**src/rtl/assert_macros.svh**
```systemverilog
// Assertion macros used by the top-level RTL file.
`ifndef ASSERT_MACROS_SVH
`define ASSERT_MACROS_SVH
`ifndef SYNTHESIS
// Property must hold on every clock edge outside reset.
`define ASSERT_ALWAYS(lbl, clk_sig, rstn_sig, prop) \
	lbl: assert property (@(posedge clk_sig) disable iff (!rstn_sig) (prop)) \
		else $error("assertion failed");
// Consequent must hold in the cycle after the antecedent.
`define ASSERT_NEXT(lbl, clk_sig, rstn_sig, ante, cons) \
	lbl: assert property (@(posedge clk_sig) disable iff (!rstn_sig) (ante) |=> (cons)) \
		else $error("assertion failed");
`else
`define ASSERT_ALWAYS(lbl, clk_sig, rstn_sig, prop)
`define ASSERT_NEXT(lbl, clk_sig, rstn_sig, ante, cons)
`endif
`endif

```
**src/rtl/exs_pkg.sv**
```systemverilog
// Package of the exchange sorter: constants and the queue entry type.
`timescale 1ns / 1ps
package exs_pkg;
	localparam int EXS_BATCH_SIZE  = 4;
	localparam int EXS_QUEUE_DEPTH = 4;
	localparam int DATA_W          = 32;

	typedef struct packed {
		logic signed [DATA_W-1:0] value;
		logic                     last;   // item completes a batch
		logic                     desc;   // direction sampled when the item is pushed
	} qent_t;
endpackage

```
**src/rtl/exchange_sorter_with_direction.sv**
```systemverilog
// Top level of the exchange sorter with selectable direction.
`timescale 1ns / 1ps
`include "assert_macros.svh"
// Usage:
// - Input stream s_*: one signed 32-bit value per item. Every BATCH_SIZE items
//   form a batch.
// - Output stream m_*: the batch comes out sorted, BATCH_SIZE items, with
//   m_tlast high on the final one.
// - cfg_wr_en / cfg_wr_data: direction register, 0 ascending, 1 descending.
//   The value held when the closing item of a batch is accepted applies.
// - The front end takes an item per cycle while the 4-entry queue has room.
// - The back end loads one item per cycle from the queue while it is not
//   empty, then sorts in a batch memory with one read and one write port:
//   per outer position one read, one compare per later position, one
//   write back. Each item is emitted by a memory read, then an output load.
// - Output is a register: a stalled m_tready holds the item and the sequencer,
//   while the front end keeps filling the queue until it is full.
// - Reset (arst_n low) empties the queue, clears the batch position and sets
//   ascending order; memory contents are not cleared.
module exchange_sorter_with_direction import exs_pkg::*; #(
	parameter int BATCH_SIZE = EXS_BATCH_SIZE
) (
	input  logic              clk,
	input  logic              arst_n,
	input  logic              s_tvalid,
	output logic              s_tready,
	input  logic [DATA_W-1:0] s_tdata,   // [31:0] element_value
	output logic              m_tvalid,
	input  logic              m_tready,
	output logic [DATA_W-1:0] m_tdata,   // [31:0] sorted_value
	output logic              m_tlast,   // last_of_batch
	input  logic              cfg_wr_en,
	input  logic              cfg_wr_data // sort_descending
);
	logic  q_full;
	logic  q_empty;
	logic  q_push;
	logic  q_pop;
	qent_t q_wdata;
	qent_t q_rdata;

	// front end: batch position and direction tagging
	exs_front #(.BATCH_SIZE(BATCH_SIZE)) u_front (
		.clk         (clk),
		.arst_n      (arst_n),
		.s_tvalid    (s_tvalid),
		.s_tready    (s_tready),
		.s_tdata     (s_tdata),
		.cfg_wr_en   (cfg_wr_en),
		.cfg_wr_data (cfg_wr_data),
		.q_full      (q_full),
		.q_push      (q_push),
		.q_wdata     (q_wdata)
	);

	// decoupling queue
	exs_queue u_queue (
		.clk    (clk),
		.arst_n (arst_n),
		.push   (q_push),
		.wdata  (q_wdata),
		.pop    (q_pop),
		.rdata  (q_rdata),
		.full   (q_full),
		.empty  (q_empty)
	);

	// back end: load, sort, emit
	exs_back #(.BATCH_SIZE(BATCH_SIZE)) u_back (
		.clk      (clk),
		.arst_n   (arst_n),
		.q_empty  (q_empty),
		.q_rdata  (q_rdata),
		.q_pop    (q_pop),
		.m_tvalid (m_tvalid),
		.m_tready (m_tready),
		.m_tdata  (m_tdata),
		.m_tlast  (m_tlast)
	);

	// back end never pops an empty queue
	`ASSERT_ALWAYS(a_pop_nonempty, clk, arst_n, !(q_pop && q_empty))
	// after the closing item leaves, the next batch must still be loaded and sorted
	`ASSERT_NEXT(a_gap_after_last, clk, arst_n, m_tvalid && m_tready && m_tlast, !m_tvalid)
endmodule

```
**src/rtl/exs_front.sv**
```systemverilog
// Front end: accepts items, tracks batch position, holds the direction, tags the closing item.
`timescale 1ns / 1ps
module exs_front import exs_pkg::*; #(
	parameter int BATCH_SIZE = EXS_BATCH_SIZE
) (
	input  logic              clk,
	input  logic              arst_n,
	input  logic              s_tvalid,
	output logic              s_tready,
	input  logic [DATA_W-1:0] s_tdata,
	input  logic              cfg_wr_en,
	input  logic              cfg_wr_data,
	input  logic              q_full,
	output logic              q_push,
	output qent_t             q_wdata
);
	localparam int IDX_W = $clog2(BATCH_SIZE);

	logic [IDX_W-1:0] fill_q;
	logic             desc_q;
	logic             is_last;

	assign s_tready = !q_full;
	assign q_push   = s_tvalid && !q_full;
	assign is_last  = (fill_q == IDX_W'(BATCH_SIZE - 1));

	assign q_wdata.value = $signed(s_tdata);
	assign q_wdata.last  = is_last;
	assign q_wdata.desc  = desc_q;

	always_ff @(posedge clk or negedge arst_n) begin
		if (!arst_n) begin
			fill_q <= '0;
			desc_q <= 1'b0;
		end else begin
			if (cfg_wr_en) begin
				desc_q <= cfg_wr_data;
			end
			if (q_push) begin
				fill_q <= is_last ? '0 : fill_q + 1'b1;
			end
		end
	end
endmodule

```
**src/rtl/exs_queue.sv**
```systemverilog
// Short FIFO between front and back ends.
`timescale 1ns / 1ps
module exs_queue import exs_pkg::*; (
	input  logic  clk,
	input  logic  arst_n,
	input  logic  push,
	input  qent_t wdata,
	input  logic  pop,
	output qent_t rdata,
	output logic  full,
	output logic  empty
);
	localparam int PTR_W = $clog2(EXS_QUEUE_DEPTH);
	localparam int CNT_W = $clog2(EXS_QUEUE_DEPTH + 1);

	qent_t            slot_q [EXS_QUEUE_DEPTH];
	logic [PTR_W-1:0] wptr_q;
	logic [PTR_W-1:0] rptr_q;
	logic [CNT_W-1:0] cnt_q;

	assign full  = (cnt_q == CNT_W'(EXS_QUEUE_DEPTH));
	assign empty = (cnt_q == '0);
	assign rdata = slot_q[rptr_q];

	always_ff @(posedge clk) begin
		if (push) begin
			slot_q[wptr_q] <= wdata;
		end
	end

	always_ff @(posedge clk or negedge arst_n) begin
		if (!arst_n) begin
			wptr_q <= '0;
			rptr_q <= '0;
			cnt_q  <= '0;
		end else begin
			if (push) begin
				wptr_q <= (wptr_q == PTR_W'(EXS_QUEUE_DEPTH - 1)) ? '0 : wptr_q + 1'b1;
			end
			if (pop) begin
				rptr_q <= (rptr_q == PTR_W'(EXS_QUEUE_DEPTH - 1)) ? '0 : rptr_q + 1'b1;
			end
			unique case ({push, pop})
				2'b10:   cnt_q <= cnt_q + 1'b1;
				2'b01:   cnt_q <= cnt_q - 1'b1;
				default: cnt_q <= cnt_q;
			endcase
		end
	end
endmodule

```
**src/rtl/exs_back.sv**
```systemverilog
// Back end: batch memory, exchange-sort sequencer and output register.
`timescale 1ns / 1ps
module exs_back import exs_pkg::*; #(
	parameter int BATCH_SIZE = EXS_BATCH_SIZE
) (
	input  logic              clk,
	input  logic              arst_n,
	input  logic              q_empty,
	input  qent_t             q_rdata,
	output logic              q_pop,
	output logic              m_tvalid,
	input  logic              m_tready,
	output logic [DATA_W-1:0] m_tdata,
	output logic              m_tlast
);
	localparam int IDX_W = $clog2(BATCH_SIZE);
	localparam int CNT_W = $clog2(BATCH_SIZE + 1);

	typedef enum logic [6:0] {
		ST_LOAD    = 7'b0000001,
		ST_SORT_I  = 7'b0000010,
		ST_SORT_LD = 7'b0000100,
		ST_SORT_J  = 7'b0001000,
		ST_SORT_WB = 7'b0010000,
		ST_EMIT_RD = 7'b0100000,
		ST_EMIT_WR = 7'b1000000
	} state_t;

	state_t                   state_q;
	logic [DATA_W-1:0]        batch_mem [BATCH_SIZE];
	logic [DATA_W-1:0]        rd_q;
	logic signed [DATA_W-1:0] cur_q;
	logic [IDX_W-1:0]         ld_q;
	logic [IDX_W-1:0]         i_q;
	logic [IDX_W-1:0]         jp_q;
	logic [CNT_W-1:0]         j_q;
	logic [IDX_W-1:0]         k_q;
	logic                     desc_q;
	logic                     out_valid_q;
	logic [DATA_W-1:0]        out_data_q;
	logic                     out_last_q;

	logic              wr_en;
	logic [IDX_W-1:0]  wr_addr;
	logic [DATA_W-1:0] wr_data;
	logic              rd_en;
	logic [IDX_W-1:0]  rd_addr;
	logic              do_swap;
	logic              out_free;
	logic              j_more;
	logic              emit_fire;

	assign out_free  = !out_valid_q || m_tready;
	assign emit_fire = (state_q == ST_EMIT_WR) && out_free;
	assign j_more    = (j_q < CNT_W'(BATCH_SIZE));
	// ascending: swap when held value is above the probe; descending the reverse
	assign do_swap   = desc_q ? ($signed(rd_q) > cur_q) : (cur_q > $signed(rd_q));
	assign q_pop     = (state_q == ST_LOAD) && !q_empty;

	always_comb begin
		wr_en   = 1'b0;
		wr_addr = i_q;
		wr_data = cur_q;
		rd_en   = 1'b0;
		rd_addr = i_q;
		unique case (state_q)
			ST_LOAD: begin
				wr_en   = q_pop;
				wr_addr = ld_q;
				wr_data = q_rdata.value;
			end
			ST_SORT_I: begin
				rd_en = 1'b1;
			end
			ST_SORT_LD: begin
				rd_en   = 1'b1;
				rd_addr = j_q[IDX_W-1:0];
			end
			ST_SORT_J: begin
				wr_en   = do_swap;
				wr_addr = jp_q;
				rd_en   = j_more;
				rd_addr = j_q[IDX_W-1:0];
			end
			ST_SORT_WB: begin
				wr_en = 1'b1;
			end
			ST_EMIT_RD: begin
				rd_en   = 1'b1;
				rd_addr = k_q;
			end
			ST_EMIT_WR: begin
			end
			default: begin
			end
		endcase
	end

	always_ff @(posedge clk) begin
		if (wr_en) begin
			batch_mem[wr_addr] <= wr_data;
		end
		if (rd_en) begin
			rd_q <= batch_mem[rd_addr];
		end
	end

	always_ff @(posedge clk) begin
		if (state_q == ST_SORT_LD) begin
			cur_q <= $signed(rd_q);
		end else if (state_q == ST_SORT_J && do_swap) begin
			cur_q <= $signed(rd_q);
		end
		if (emit_fire) begin
			out_data_q <= rd_q;
			out_last_q <= (k_q == IDX_W'(BATCH_SIZE - 1));
		end
	end

	always_ff @(posedge clk or negedge arst_n) begin
		if (!arst_n) begin
			state_q     <= ST_LOAD;
			ld_q        <= '0;
			i_q         <= '0;
			jp_q        <= '0;
			j_q         <= '0;
			k_q         <= '0;
			desc_q      <= 1'b0;
			out_valid_q <= 1'b0;
		end else begin
			if (emit_fire) begin
				out_valid_q <= 1'b1;
			end else if (m_tready) begin
				out_valid_q <= 1'b0;
			end
			unique case (state_q)
				ST_LOAD: begin
					if (q_pop) begin
						if (q_rdata.last) begin
							ld_q    <= '0;
							i_q     <= '0;
							desc_q  <= q_rdata.desc;
							state_q <= ST_SORT_I;
						end else begin
							ld_q <= ld_q + 1'b1;
						end
					end
				end
				ST_SORT_I: begin
					j_q     <= CNT_W'(i_q) + 1'b1;
					state_q <= ST_SORT_LD;
				end
				ST_SORT_LD: begin
					jp_q    <= j_q[IDX_W-1:0];
					j_q     <= j_q + 1'b1;
					state_q <= ST_SORT_J;
				end
				ST_SORT_J: begin
					if (j_more) begin
						jp_q <= j_q[IDX_W-1:0];
						j_q  <= j_q + 1'b1;
					end else begin
						state_q <= ST_SORT_WB;
					end
				end
				ST_SORT_WB: begin
					if (i_q == IDX_W'(BATCH_SIZE - 2)) begin
						k_q     <= '0;
						state_q <= ST_EMIT_RD;
					end else begin
						i_q     <= i_q + 1'b1;
						state_q <= ST_SORT_I;
					end
				end
				ST_EMIT_RD: begin
					state_q <= ST_EMIT_WR;
				end
				ST_EMIT_WR: begin
					if (out_free) begin
						if (k_q == IDX_W'(BATCH_SIZE - 1)) begin
							state_q <= ST_LOAD;
						end else begin
							k_q     <= k_q + 1'b1;
							state_q <= ST_EMIT_RD;
						end
					end
				end
				default: begin
					state_q <= ST_LOAD;
				end
			endcase
		end
	end

	assign m_tvalid = out_valid_q;
	assign m_tdata  = out_data_q;
	assign m_tlast  = out_last_q;
endmodule
```
**config.mk**
```make
export PLATFORM = sky130hd
export DESIGN_NAME = exchange_sorter_with_direction
export DESIGN_NICKNAME = d
export VERILOG_FILES = /design/src/rtl/exs_pkg.sv /design/src/rtl/exchange_sorter_with_direction.sv /design/src/rtl/exs_front.sv /design/src/rtl/exs_queue.sv /design/src/rtl/exs_back.sv
export VERILOG_INCLUDE_DIRS = /design/src /design/src/rtl
export SDC_FILE = /design/constraint.sdc
export NUM_CORES = 1
export LEC_CHECK = 0
export BUFFER_PORTS_ARGS = -buffer_cell sky130_fd_sc_hd__buf_2
export CAP_MARGIN = 20
export CORE_MARGIN = 4
export CORE_UTILIZATION = 60
export CTS_BUF_LIST = sky130_fd_sc_hd__clkbuf_4 sky130_fd_sc_hd__clkbuf_8 sky130_fd_sc_hd__clkbuf_16
export CTS_CLUSTER_SIZE = 16
export DETAILED_ROUTE_END_ITERATION = 8
export PLACE_DENSITY_LB_ADDON = 0.15
export SLEW_MARGIN = 20
export SYNTH_ARGS = -nofsm -noshare
export SYNTH_HDL_FRONTEND = slang
export SYNTH_HIERARCHICAL = 1
export SYNTH_SLANG_ARGS = --single-unit
```
**constraint.sdc**
```tcl
create_clock -name clk -period 15.05 [get_ports clk]
set_input_delay 3.01 -clock clk [delete_from_list [all_inputs] [get_ports clk]]
set_output_delay 3.01 -clock clk [all_outputs]
set_load 0.03 [all_outputs]
```
==> metrics <==
run status completed; Final Hold Violating Endpoints 0; final standard cell utilization of the core slightly below 70%; Least-Margin Pin Slew between 1 and 1.5 ns; CTS resizes 0; endpoint type of the worst setup path output pin; HPWL reported at the end of detailed placement 17,090 um; number of post-CTS setup repair buffers 0; top library cells by usage in the layout, fill and taps aside edfxtp_1, nand2_1, mux2i_1; global-route wire length before repair 43,370 um; number of synthesis warnings 6; TritonCTS buffer count 39; number of flops mapped to enable cells by yosys 361; area leader, netlist edfxtp_1; start point of the critical path u_queue/cnt_q[0]; sum of routed wire length over all layers 27,910 um; Critical Path AT around 1.5 ns; Mean Syn Cell Area about 17 um^2; capture point of the critical path s_tready; total of fill cells in the finished design approximately 1,700; Slew Viols, Final 0; number of ports placed on the die boundary 73; Period Utilization, post-route between 20 and 30%; setup repair after global routing missed its margin false; routed wire length on met2 12,590 um; weighted congestion reported at the end of routability-driven placement between 0.7 and 0.8; Yosys top cell area share 67.52%; launching element type of the critical path flip-flop; most common cell after layout, fill and taps aside edfxtp_1; Vias per Instance 5.709; antenna cells 0; Die H 171.6 um; number of H-tree levels 2; Worst-Skew Late Latency 0.52 ns; TritonCTS clock tree yes; Max Buffers Root-to-Sink 3; destination of the worst register-to-register timing path u_back/batch_mem[3][22]; net count after synthesis 1,010; M1 wire length 13,280 um; DR WL/cell between 20 and 25 um; type of the worst setup path flip-flop to output pin; violation count after the first detailed-routing iteration 745; core footprint roughly 0.026 mm^2; top routing layer in use met4; cell with the largest stage delay on the worst path dfrtp_1; part of the Yosys area used for sequential elements between 70% and 80%; leakage component of the power 6.363 nW; share of synthesized flip-flops with an asynchronous set or reset ~7.7%; class of the tightest hold or removal check flip-flop to flip-flop; VDD IR max ~0.00013 V; data required time at the worst endpoint 12.04 ns; number of maximum-capacitance constraint violations 0; number of search-and-repair iterations in the first detailed-routing pass 5; buffer type at the clock tree root clkbuf_16; Vias 7,770; DRC Markers 0; GRT Util Overall 19.48%; Area contributors post-synth edfxtp_1, mux2i_1, dfrtp_1; Area growth, synth to finish 10.91%; largest net degree at the start of global routing 47; Top FF cell, synth edfxtp_1; Clk pin slew, worst setup/hold paths 0.06 ns; ratio of cells with drive above 1 in the final layout about a fifth; list of cells traversed by the critical path inv_1, and3_1, inv_1, buf_2; gr ovfl total 0; maximum single-stage delay on the critical path 0.40 ns; post-synthesis instance total a little over 900; total die area 0.02944 mm^2; FF-to-FF Start u_back/state_q[1]; number of nets in the final layout 1,080; count of state elements after synthesis roughly 390; maximum clock frequency 0.2229 GHz; clock skew 0.01338 ns; antenna violations before repair 0; Port Buf Inserts 72; met3 WL 1563 um; setup TNS 0 ns; CTS Hold Buffers Added 0; power per cell area 201.8 mW/mm^2; flop-to-flop setup slack about 11 ns; Rel. slew slack 29.34%; number of global-route vias before repair 7,604; horizontal die dimension about 170 um; row count 59; Finish-stage setup viols 0; Yosys cell types 60; largest fanout of any net on the critical path 3; min Tclk post-route 4.486 ns; Initial Util roughly 60%; Post-DRT Antenna Nets 0; r2r worst-path depth 8; Most common cell on crit path inv_1; post-synth design cell area approximately 0.016 mm^2; number of sinks driven by the clock tree 391
[stage by stage]
| step | hold WS (ns) | std cells | setup slack [ns] | total power (W) | instance area (um^2) |
|---|---|---|---|---|---|
| 2_1_floorplan | 0.4450 | 929 | 10.16 | 0.002401 | 16050 |
| 3_3_place_gp | 0.4627 | 1292 | 10.64 | 0.002629 | 16510 |
| 3_5_place_dp | 0.4700 | 1292 | 10.58 | 0.002663 | 16510 |
| 4_1_cts | 0.4829 | 1360 | 10.54 | 0.003623 | 17780 |
| 5_1_grt | 0.4927 | 1361 | 10.47 | 0.003786 | 17810 |
| 6_report | 0.4835 | 1361 | 10.56 | 0.003593 | 17810 |
[synth_stat cells, types with 4 or more instances]
library cell  count
buf_4            34
nor3_1            4
ha_1             42
nand2b_1          7
nor2_1           15
mux2i_1          98
dfrtp_1          29
nor2b_1           4
and2_1            5
a21o_1            4
a211oi_1          6
o21ai_0          13
edfxtp_1        361
a21oi_1          14
clkbuf_1          6
mux4_2           28
mux4_1            6
buf_12           10
mux2_2            9
nor4_1            6
nand3_1           4
buf_2             8
inv_1            48
nand2_1         106
nand3b_1          4
nand4_1           9
[layer usage]
layer | track usage (%) | vias to the layer above
met2 | 29.19 | 207
met1 | 30.65 | 3871
met3 | 3.034 | 41
li1 | - | 3651
met4 | 4.823 | 0
met5 | 0 | -
[sequential cells by signal, summed over array words and instances, names as in the netlist, 2 cells and up]
register	count
u_back/cur_q	32
u_back/i_q	2
u_back/rd_q	32
u_back/jp_q	2
u_queue/slot_q	136
u_back/m_tdata	32
u_back/j_q	3
u_back/k_q	2
u_queue/cnt_q	3
u_back/ld_q	2
u_queue/rptr_q	2
u_front/fill_q	2
u_queue/wptr_q	2
u_back/state_q	7
u_back/batch_mem	128
[final cells by class]
cell class                      count  area [um^2]  share of cell area, %
Sequential cell                   391        11590                  65.11
Multi-Input combinational cell    430         3835                  21.54
Clock buffer                       49         1086                  6.099
Timing Repair Buffer               89        508.0                  2.853
Tap cell                          335        419.2                  2.354
Clock inverter                     19        183.9                  1.033
Inverter                           48        180.2                  1.012
[report_power, final]
part	total [W]	leakage, nW	switching, W	internal [W]
Sequential	0.00169	3.68	0.000101	0.00159
Clock	0.000951	0.636	0.000374	0.000577
Combinational	0.000947	2.05	0.000600	0.000347
Total	0.00359	6.36	0.00107	0.00252
[how the worst min path moves through the flow]
stage / endpoint / slack, ns / cells past startpoint / start
2_1_floorplan: u_back/cur_q[10] / 0.45 / 0 / u_back/rd_q[10]
3_3_place_gp: u_back/m_tdata[3] / 0.46 / 0 / u_back/rd_q[3]
3_5_place_dp: u_back/m_tdata[6] / 0.47 / 0 / u_back/rd_q[6]
4_1_cts: u_back/cur_q[6] / 0.48 / 0 / u_back/rd_q[6]
5_1_grt: u_back/m_tdata[3] / 0.49 / 0 / u_back/rd_q[3]
6_report: u_back/m_tdata[3] / 0.48 / 0 / u_back/rd_q[3]
[cells by family after synthesis]
logic type,synth area share (%)
compound gates,2.650
xor+xnor,0.2183
fa+ha+maj,3.398
buf+inv,4.442
flops,72.21
mux,11.84
simple gates,5.245
[worst max-delay path, delay by kind of cell, from the launching register on]
family / cells / cell delay (ns)
AND/OR/NAND/NOR: 1 / 0.24
buffers and inverters: 3 / 0.32
flip-flops: 1 / 0.40
(Power assumes the default switching activity.)
